[config.mk]
export PLATFORM = sky130hd
export DESIGN_NAME = breathing_rate_peak_detector_top
export DESIGN_NICKNAME = d
export VERILOG_FILES = /design/src/rtl/core/brpd_pkg.sv /design/src/rtl/core/breathing_rate_peak_detector_top.sv /design/src/rtl/core/brpd_rate_div.sv
export SDC_FILE = /design/constraint.sdc
export NUM_CORES = 2
export LEC_CHECK = 0
export ABC_CLOCK_PERIOD_IN_PS = 8900
export BUFFER_PORTS_ARGS = -buffer_cell sky130_fd_sc_hd__buf_2
export CORE_ASPECT_RATIO = 0.5
export CORE_UTILIZATION = 45
export CTS_CLUSTER_SIZE = 30
export DETAILED_ROUTE_END_ITERATION = 16
export PLACE_DENSITY = 0.66
export SLEW_MARGIN = 0
export SYNTH_ARGS = -nofsm -noshare
export SYNTH_HDL_FRONTEND = slang
export SYNTH_HIERARCHICAL = 1
export SYNTH_SLANG_ARGS = --single-unit
[constraint.sdc]
create_clock -name clk -period 8.9 [get_ports clk]
set_input_delay 1.78 -clock clk [delete_from_list [all_inputs] [get_ports clk]]
set_output_delay 1.78 -clock clk [all_outputs]
set_load 0.05 [all_outputs]
[src/rtl/core/brpd_pkg.sv]
package brpd_pkg;

  // Filter and peak ring geometry.
  localparam int AVG_TAPS   = 5;
  localparam int PEAK_SLOTS = 10;

  // Millivolt conversion: mv = raw * MV_SCALE / ADC_FULL, truncated toward zero.
  localparam int MV_SCALE = 3600;
  localparam int ADC_SH   = 12;
  localparam int ADC_FULL = 2 ** ADC_SH;
  localparam int MV_MAX   = 3599;

  localparam int RAW_W  = 13;
  localparam int MV_W   = 13;
  localparam int PROD_W = RAW_W + 12;
  localparam int FILT_W = 14;
  localparam int TIME_W = 32;
  localparam int RATE_W = 16;

  // Boxcar sum and its magnitude.
  localparam int SUM_W   = $clog2(AVG_TAPS * MV_MAX + 1) + 1;
  localparam int MAG_W   = SUM_W - 1;
  localparam int WSLOT_W = (AVG_TAPS > 1) ? $clog2(AVG_TAPS) : 1;

  // Division of the sum by AVG_TAPS through a reciprocal multiply.
  localparam int DIV_SH = MAG_W + $clog2(AVG_TAPS);
  localparam int DIV_M  = (2 ** DIV_SH + AVG_TAPS - 1) / AVG_TAPS;
  localparam int AVGP_W = MAG_W + DIV_SH;

  // Peak ring.
  localparam int PSLOT_W = $clog2(PEAK_SLOTS);
  localparam int CNT_W   = $clog2(PEAK_SLOTS + 1);

  // Rate numerator: RATE_NUM * (count - 1).
  localparam int RATE_NUM = 6000000;
  localparam int NUM_W    = $clog2(RATE_NUM * (PEAK_SLOTS - 1) + 1);
  localparam int QCNT_W   = $clog2(NUM_W + 1);
  localparam logic [RATE_W-1:0] RATE_MAX = '1;

  // Configuration registers.
  localparam int CFG_IDX_W  = 2;
  localparam int CFG_DATA_W = 16;
  localparam logic [CFG_IDX_W-1:0] CFG_BASELINE = 2'd0;
  localparam logic [CFG_IDX_W-1:0] CFG_RISE_THR = 2'd1;
  localparam logic [CFG_IDX_W-1:0] CFG_MIN_GAP  = 2'd2;

  localparam int BASE_W = 12;
  localparam int THR_W  = 10;
  localparam int GAP_W  = 16;
  localparam logic [BASE_W-1:0] BASELINE_RST = 12'd2100;
  localparam logic [THR_W-1:0]  RISE_THR_RST = 10'd10;
  localparam logic [GAP_W-1:0]  MIN_GAP_RST  = 16'd1500;

  typedef struct packed {
    logic              start;
    logic [NUM_W-1:0]  num;
    logic [TIME_W-1:0] den;
  } brpd_div_req_t;

  typedef struct packed {
    logic             done;
    logic [NUM_W-1:0] quot;
  } brpd_div_rsp_t;

endpackage

[src/rtl/core/breathing_rate_peak_detector_top.sv]
// Each request passes the window, average and detection states; when a rate is wanted
// the span is checked, and equal peak times saturate the rate, else the serial rate
// divider runs, retiring one quotient bit per cycle. A new request is taken only
// once the previous one has reached the output register.
// Reset (rst_n, synchronous, active low) restores the register defaults, empties the
// filter window and the peak count; no clearing pass is needed.
module breathing_rate_peak_detector_top
  import brpd_pkg::*;
(
  input  logic                    clk,
  input  logic                    rst_n,

  input  logic                    in_valid,
  output logic                    in_ready,
  input  logic signed [RAW_W-1:0] in_sample_raw,
  input  logic [TIME_W-1:0]       in_time_ms,

  output logic                     out_valid,
  input  logic                     out_ready,
  output logic signed [FILT_W-1:0] out_filtered_mv,
  output logic                     out_peak_accepted,
  output logic                     out_rate_valid,
  output logic [RATE_W-1:0]        out_rate_centi_bpm,

  input  logic                    cfg_valid,
  output logic                    cfg_ready,
  input  logic [CFG_IDX_W-1:0]    cfg_index,
  input  logic [CFG_DATA_W-1:0]   cfg_data
);

  // The request walks through a short sequence: window update, reciprocal multiply,
  // detection and ring update, then, when an accepted peak leaves two or more stored,
  // the span check and the rate division. Results wait in an output register so that
  // a new request can be taken while the previous result is still pending downstream.
  typedef enum logic [6:0] {
    S_IDLE = 7'b0000001,
    S_WIN  = 7'b0000010,
    S_AVG  = 7'b0000100,
    S_DET  = 7'b0001000,
    S_SPAN = 7'b0010000,
    S_DIV  = 7'b0100000,
    S_DONE = 7'b1000000
  } brpd_state_t;

  brpd_state_t state_r, state_nxt;

  // Configuration registers. Writes must arrive only while the block is idle; the block itself does not enforce it.
  logic [BASE_W-1:0] baseline_r;
  logic [THR_W-1:0]  rise_thr_r;
  logic [GAP_W-1:0]  min_gap_r;

  assign cfg_ready = 1'b1;

  always_ff @(posedge clk) begin
    if (!rst_n) begin
      baseline_r <= BASELINE_RST;
      rise_thr_r <= RISE_THR_RST;
      min_gap_r  <= MIN_GAP_RST;
    end else if (cfg_valid) begin
      case (cfg_index)
        CFG_BASELINE: baseline_r <= cfg_data[BASE_W-1:0];
        CFG_RISE_THR: rise_thr_r <= cfg_data[THR_W-1:0];
        CFG_MIN_GAP:  min_gap_r  <= cfg_data[GAP_W-1:0];
        default: ;
      endcase
    end
  end

  wire in_fire = in_valid && in_ready;
  assign in_ready = (state_r == S_IDLE);

  // Millivolt conversion. The bias of 4095 on negative products turns the
  // arithmetic shift into a truncation toward zero.
  logic signed [PROD_W-1:0] mv_prod;
  logic signed [PROD_W-1:0] mv_adj;
  logic signed [MV_W-1:0]   mv_in;

  assign mv_prod = PROD_W'(in_sample_raw) * PROD_W'(MV_SCALE);
  assign mv_adj  = mv_prod + (mv_prod[PROD_W-1] ? PROD_W'(ADC_FULL - 1) : '0);
  assign mv_in   = mv_adj[ADC_SH +: MV_W];

  logic signed [MV_W-1:0] mv_r;
  logic [TIME_W-1:0]      time_r;

  always_ff @(posedge clk) begin
    if (in_fire) begin
      mv_r   <= mv_in;
      time_r <= in_time_ms;
    end
  end

  // Filter window memory. Entries that were never written since reset read as zero
  // through their valid bits.
  logic signed [MV_W-1:0] win_mem [AVG_TAPS];
  logic [AVG_TAPS-1:0]    win_vld_r;
  logic signed [MV_W-1:0] win_rd_r;
  logic                   win_rd_vld_r;
  logic [WSLOT_W-1:0]     wslot_r;
  logic signed [SUM_W-1:0] sum_r;
  logic signed [MV_W-1:0] win_old;

  // The read address is the slot pointer, which moves only in the window state, so
  // the word registered during the accepting cycle is the one being replaced.
  always_ff @(posedge clk) begin
    win_rd_r     <= win_mem[wslot_r];
    win_rd_vld_r <= win_vld_r[wslot_r];
    if (state_r == S_WIN) begin
      win_mem[wslot_r] <= mv_r;
    end
  end

  assign win_old = win_rd_vld_r ? win_rd_r : '0;

  always_ff @(posedge clk) begin
    if (!rst_n) begin
      win_vld_r <= '0;
      wslot_r   <= '0;
      sum_r     <= '0;
    end else if (state_r == S_WIN) begin
      win_vld_r[wslot_r] <= 1'b1;
      wslot_r <= (wslot_r == WSLOT_W'(AVG_TAPS - 1)) ? '0 : wslot_r + 1'b1;
      sum_r   <= sum_r - SUM_W'(win_old) + SUM_W'(mv_r);
    end
  end

  // Average by reciprocal multiply on the magnitude, sign restored afterwards so that
  // the quotient truncates toward zero.
  logic [MAG_W-1:0]  sum_mag;
  logic [AVGP_W-1:0] avg_prod_r;
  logic              avg_neg_r;

  assign sum_mag = sum_r[SUM_W-1] ? MAG_W'(-sum_r) : MAG_W'(sum_r);

  always_ff @(posedge clk) begin
    if (state_r == S_AVG) begin
      avg_prod_r <= AVGP_W'(sum_mag) * AVGP_W'(DIV_M);
      avg_neg_r  <= sum_r[SUM_W-1];
    end
  end

  localparam int EXT_W = MAG_W + 2;

  logic [MAG_W-1:0]         avg_mag;
  logic signed [EXT_W-1:0]  avg_ext;
  logic signed [EXT_W-1:0]  cur_ext;
  logic signed [FILT_W-1:0] cur;

  assign avg_mag = avg_prod_r[DIV_SH +: MAG_W];
  assign avg_ext = avg_neg_r ? -$signed(EXT_W'(avg_mag)) : $signed(EXT_W'(avg_mag));
  assign cur_ext = avg_ext - $signed(EXT_W'(baseline_r));
  assign cur     = cur_ext[FILT_W-1:0];

  // Hysteretic detector: arm on a rise above the threshold, report a peak at the
  // first fall. A peak too close to the last accepted one still disarms.
  logic signed [FILT_W-1:0] prev_r;
  logic                     rising_r;
  logic [TIME_W-1:0]        last_peak_r;
  logic [PSLOT_W-1:0]       pslot_r;
  logic [CNT_W-1:0]         cnt_r;

  logic signed [FILT_W+1:0] cur_w;
  logic signed [FILT_W+1:0] arm_lvl;
  logic                     peak;
  logic                     arm;
  logic                     gap_ok;
  logic                     accept;
  logic [TIME_W-1:0]        gap_elapsed;
  logic [CNT_W-1:0]         cnt_new;
  logic                     want_rate;

  assign cur_w       = (FILT_W + 2)'(cur);
  assign arm_lvl     = (FILT_W + 2)'(prev_r) + $signed((FILT_W + 2)'(rise_thr_r));
  assign peak        = rising_r && (cur < prev_r);
  assign arm         = !rising_r && (cur_w > arm_lvl);
  assign gap_elapsed = time_r - last_peak_r;
  assign gap_ok      = gap_elapsed >= TIME_W'(min_gap_r);
  assign accept      = peak && gap_ok;
  assign cnt_new     = (cnt_r == CNT_W'(PEAK_SLOTS)) ? cnt_r : cnt_r + 1'b1;
  assign want_rate   = accept && (cnt_new >= CNT_W'(2));

  always_ff @(posedge clk) begin
    if (!rst_n) begin
      prev_r      <= '0;
      rising_r    <= 1'b0;
      last_peak_r <= '0;
      pslot_r     <= '0;
      cnt_r       <= '0;
    end else if (state_r == S_DET) begin
      prev_r <= cur;
      if (peak) begin
        rising_r <= 1'b0;
      end else if (arm) begin
        rising_r <= 1'b1;
      end
      if (accept) begin
        last_peak_r <= time_r;
        pslot_r <= (pslot_r == PSLOT_W'(PEAK_SLOTS - 1)) ? '0 : pslot_r + 1'b1;
        cnt_r   <= cnt_new;
      end
    end
  end

  // Peak time ring. The newest time is the one being written, so only the oldest
  // entry is read. When a rate is wanted, its slot lies between one and PEAK_SLOTS - 1
  // places behind the write slot, so the read and the write then never meet on the same entry.
  logic [TIME_W-1:0]  pk_mem [PEAK_SLOTS];
  logic [TIME_W-1:0]  pk_rd_r;
  logic [PSLOT_W:0]   old_sum;
  logic [PSLOT_W-1:0] old_idx;

  assign old_sum = {1'b0, pslot_r} + (PSLOT_W + 1)'(PEAK_SLOTS + 1) - (PSLOT_W + 1)'(cnt_new);
  assign old_idx = (old_sum >= (PSLOT_W + 1)'(PEAK_SLOTS)) ?
                   PSLOT_W'(old_sum - (PSLOT_W + 1)'(PEAK_SLOTS)) : PSLOT_W'(old_sum);

  always_ff @(posedge clk) begin
    pk_rd_r <= pk_mem[old_idx];
    if (state_r == S_DET && accept) begin
      pk_mem[pslot_r] <= time_r;
    end
  end

  // Rate: RATE_NUM * (count - 1) / span through the serial divider.
  logic [TIME_W-1:0] span;
  brpd_div_req_t     div_req;
  brpd_div_rsp_t     div_rsp;

  assign span          = time_r - pk_rd_r;
  assign div_req.start = (state_r == S_SPAN) && (span != '0);
  assign div_req.num   = NUM_W'(RATE_NUM) * NUM_W'(cnt_r - 1'b1);
  assign div_req.den   = span;

  brpd_rate_div u_div (
    .clk   (clk),
    .rst_n (rst_n),
    .req   (div_req),
    .rsp   (div_rsp)
  );

  // Result being assembled for the current request.
  logic signed [FILT_W-1:0] res_filt_r;
  logic                     res_acc_r;
  logic                     res_rv_r;
  logic [RATE_W-1:0]        res_rate_r;

  always_ff @(posedge clk) begin
    case (state_r)
      S_DET: begin
        res_filt_r <= cur;
        res_acc_r  <= accept;
        res_rv_r   <= want_rate;
        res_rate_r <= '0;
      end
      S_SPAN: begin
        if (span == '0) begin
          res_rate_r <= RATE_MAX;
        end
      end
      S_DIV: begin
        if (div_rsp.done) begin
          res_rate_r <= (|div_rsp.quot[NUM_W-1:RATE_W]) ? RATE_MAX :
                        div_rsp.quot[RATE_W-1:0];
        end
      end
      default: ;
    endcase
  end

  wire out_free = !out_valid || out_ready;

  always_comb begin
    state_nxt = state_r;
    case (state_r)
      S_IDLE: if (in_fire) state_nxt = S_WIN;
      S_WIN:  state_nxt = S_AVG;
      S_AVG:  state_nxt = S_DET;
      S_DET:  state_nxt = want_rate ? S_SPAN : S_DONE;
      S_SPAN: state_nxt = (span == '0) ? S_DONE : S_DIV;
      S_DIV:  if (div_rsp.done) state_nxt = S_DONE;
      S_DONE: if (out_free) state_nxt = S_IDLE;
      default: state_nxt = S_IDLE;
    endcase
  end

  always_ff @(posedge clk) begin
    if (!rst_n) begin
      state_r <= S_IDLE;
    end else begin
      state_r <= state_nxt;
    end
  end

  // Output register.
  logic out_valid_r;

  always_ff @(posedge clk) begin
    if (!rst_n) begin
      out_valid_r <= 1'b0;
    end else if (state_r == S_DONE && out_free) begin
      out_valid_r <= 1'b1;
    end else if (out_ready) begin
      out_valid_r <= 1'b0;
    end
  end

  always_ff @(posedge clk) begin
    if (state_r == S_DONE && out_free) begin
      out_filtered_mv    <= res_filt_r;
      out_peak_accepted  <= res_acc_r;
      out_rate_valid     <= res_rv_r;
      out_rate_centi_bpm <= res_rate_r;
    end
  end

  assign out_valid = out_valid_r;

endmodule

[src/rtl/core/brpd_rate_div.sv]
module brpd_rate_div
  import brpd_pkg::*;
(
  input  logic          clk,
  input  logic          rst_n,
  input  brpd_div_req_t req,
  output brpd_div_rsp_t rsp
);

  // Restoring division, one quotient bit per cycle, MSB first.
  logic                busy_r;
  logic                done_r;
  logic [QCNT_W-1:0]   cnt_r;
  logic [TIME_W-1:0]   den_r;
  logic [TIME_W-1:0]   rem_r;
  logic [NUM_W-1:0]    quo_r;
  logic [TIME_W:0]     trial;
  logic [TIME_W:0]     diff;
  logic                ge;

  assign trial = {rem_r, quo_r[NUM_W-1]};
  assign diff  = trial - {1'b0, den_r};
  assign ge    = trial >= {1'b0, den_r};

  always_ff @(posedge clk) begin
    if (!rst_n) begin
      busy_r <= 1'b0;
      done_r <= 1'b0;
      cnt_r  <= '0;
    end else begin
      done_r <= 1'b0;
      if (req.start) begin
        busy_r <= 1'b1;
        cnt_r  <= QCNT_W'(NUM_W);
      end else if (busy_r) begin
        cnt_r <= cnt_r - 1'b1;
        if (cnt_r == QCNT_W'(1)) begin
          busy_r <= 1'b0;
          done_r <= 1'b1;
        end
      end
    end
  end

  always_ff @(posedge clk) begin
    if (req.start) begin
      den_r <= req.den;
      rem_r <= '0;
      quo_r <= req.num;
    end else if (busy_r) begin
      rem_r <= ge ? diff[TIME_W-1:0] : trial[TIME_W-1:0];
      quo_r <= {quo_r[NUM_W-2:0], ge};
    end
  end

  assign rsp.done = done_r;
  assign rsp.quot = quo_r;

endmodule
==> reports/metrics.csv <==
stage;metric;value;unit
clock_network;Num Clock Sinks;776;
run_status;status;complete, no violations;
synth;Avg Cell Area, Syn;11.4;um2
floorplan;Die Wd;452;um
timing;final setup fails;0;
clock_network;H-tree depth;3;
clock_network;worst skew pair latency;0.67;ns
setup_path;worst-path fanout max;7;
timing;fin worst setup slack;1.22;ns
setup_path;Req. time, crit path;9.30;ns
setup_path;Critical-path top delay cell;xnor2_1;
synth;number of flops mapped to enable cells by yosys;566;
floorplan;starting density of the core;45.5;%
placement;Inst Count DP;5375;
finish;# nets final;4724;
power;Seq pwr share;40.0;%
synth;most used flip-flop cell after synthesis;edfxtp_1;
timing;Setup TNS Final;0;ns
floorplan;Core Region;100000;um2
global_route;Overflow after GRT;0;
finish;fillers;8792;
clock_network;CTS Buf Count;75;
routing;DRT Wirelength;101;mm
synth;Yosys cell types;101;
synth;synthesized netlist cell count;4013;
synth;Synth top cells by count;566 x edfxtp_1, 480 x inv_1, 416 x ha_1;
global_route;initial antenna violation count;1;
setup_path;slowest stage delay, CP;0.65;ns
floorplan;Die ar.;103000;um2
timing;final clock skew;0.0272;ns
clock_network;postcts setup bufs;0;
timing;Period Utilization, post-route;86.3;%
timing;Slew Limit Fails;0;
power;switching fraction of total power;32.4;%
placement;dpl ws;0.822;ns
setup_path;most used cell, CP;inv_1;
setup_path;CP arrival;8.08;ns
flow_run;Max-Cap Viols;0;
timing;max_slew headroom;25.2;%
timing;Period minus WS final;7.68;ns
finish;fin cells;5515;
finish;FF+latch area;21200;um2
clock_network;root buffer cell;clkbuf_16;
power;NetSw;0.00352;W
synth;Synth Cell Area;45600;um2
finish;ratio of cells with drive above 1 in the final layout;10.4;%
synth;post-synth top area share;37.3;%
power;Leak;20.1;nW
power;combinational power share;29.5;%
synth;count leader, synth;edfxtp_1;
routing;WL/cell;18.2;um
synth;Synth Register Bits;776;
floorplan;Die Span Y;227;um
power;Clock power frac;30.5;%
timing;Max Freq;130;MHz
clock_network;CTS tree;done;
global_route;largest net degree at the start of global routing;68;
hold_path;Hold WC Path Type;reg2reg;
synth;Syn. warnings;6;
routing;overall via count from detail_route;30198;
synth;Synth area leader;edfxtp_1;
power;PwrDens;216;nW/um2
placement;IO Port Bufs;101;
power;internal power;0.00735;W
clock_network;Post-CTS Hold Buffers;0;
global_route;first-pass GRT wire length;161;mm
global_route;Total GRT Usage;19.7;%
routing;Antenna Nets Post-Route;0;
synth;Synth area leaders;edfxtp_1 37%, ha_1 11%, dfxtp_1 9.2%;
placement;placed instance area;47700;um2
setup_path;Setup crit start kind;flip-flop;
clock_network;Reg clk slew, reported paths;0.06;ns
synth;register area share after synthesis;46.5;%
timing;final hold violation count;0;
timing;Least-Margin Pin Slew;1.12;ns
finish;area occupied by multi-input gates;22200;um2
power;Worst VDD drop;0.139;mV
setup_path;Setup CP Type;reg2reg;
placement;routability cong.;0.890;
timing;RSZ-0062 raised after global routing;false;
routing;Pre-Repair DR Iteration Count;6;
floorplan;row cnt;82;
setup_path;Critical Path End Type;flip-flop;
placement;detailed placement HPWL;71.8;mm
routing;residual DRC count;0;
finish;Area growth, synth to finish;10.3;%
routing;initial DRC count;1961;
routing;routed vias/inst;5.48;
floorplan;Ports;103;
global_route;vias in the first global route;29972;
clock_network;post-cts resize count;0;
finish;final instance area;50300;um2
synth;FFs w/ async S/R, synth;0;%
clock_network;Max Root-Sink Buffers;3;
==> cell families (layout without fill, tap and decap cells) <==
kind of cell    after synthesis  count (layout)  share of synthesized area, %
compound gates              794             794                          11.4
xor+xnor                    192             192                          3.70
fa+ha+maj                   548             548                          17.2
other cells                   2               9                        0.0165
mux                         203             203                          6.37
flops                       776             776                          46.5
simple gates                889             889                          9.71
buf+inv                     609             760                          5.12
==> worst max-delay path, delay by kind of cell, from the launching register on <==
family,cells,cell delay (ns)
mux,1,0.07
flops,1,0.38
compound gates,7,1.98
xor+xnor,1,0.65
buf+inv,5,0.37
fa+ha+maj,8,3.21
simple gates,4,0.76
==> worst paths after layout <==
check	startpoint	end	slack, ns	depth (start not counted)
max	sum_r[0]	avg_prod_r[28]	1.22	26
min	res_filt_r[2]	out_filtered_mv[2]	0.42	0
max reg2reg	sum_r[0]	avg_prod_r[28]	1.22	26
min reg2reg	res_filt_r[2]	out_filtered_mv[2]	0.42	0
==> layout make-up <==
cell class / instances / share of cell area [%]
clock buffer: 98 / 4.12
tap: 1344 / 3.34
sequential: 776 / 42.1
inverter: 481 / 3.59
clock inverter: 41 / 1.04
multi-input combinational: 2634 / 44.2
timing repair buffer: 140 / 1.59
antenna: 1 / 0.00497
==> per-layer routing <==
metal	up-vias	wire length [um]	global-route usage, %
met4	0	1890	4.35
met2	557	47500	33.2
met1	14903	46600	27.0
met5	-	0	0
li1	14615	-	-
met3	123	4510	2.91
==> power groups by stage <==
stage	combinational (W)	clock, W	sequential [W]
floorplan	0.00247	0	0.00433
global placement	0.00311	0	0.00442
detailed placement	0.00318	0	0.00442
CTS	0.00322	0.00339	0.00435
global route	0.00366	0.00353	0.00437
finish	0.00321	0.00332	0.00435
==> cell usage in the layout, fill, tap and decap left out, drive strengths merged, types with 106 or more instances in the layout <==
master  instances
ha            416
nor2          232
xnor2         136
nand2         229
mux2i         106
buf           140
o21ai         136
dfxtp         210
edfxtp        566
a21oi         258
inv           483
fa            132
==> sequential cells by signal (all words and copies together), names as in the netlist, 26 cells and up <==
signal,cells
pk_mem,320
win_mem,65
last_peak_r,32
pk_rd_r,32
time_r,32
u_div/den_r,32
u_div/rem_r,32
u_div/quo_r,26
==> stage by stage <==
stage | hold slack, ns | power, W | utilization [%]
after floorplan | 0.400 | 0.00679 | -
after global placement | 0.400 | 0.00752 | 47.6
after detailed placement | 0.405 | 0.00760 | 47.6
after CTS | 0.420 | 0.0110 | 50.2
after global routing | 0.423 | 0.0116 | 50.2
final | 0.418 | 0.0109 | 50.2
(Power assumes the default switching activity.)
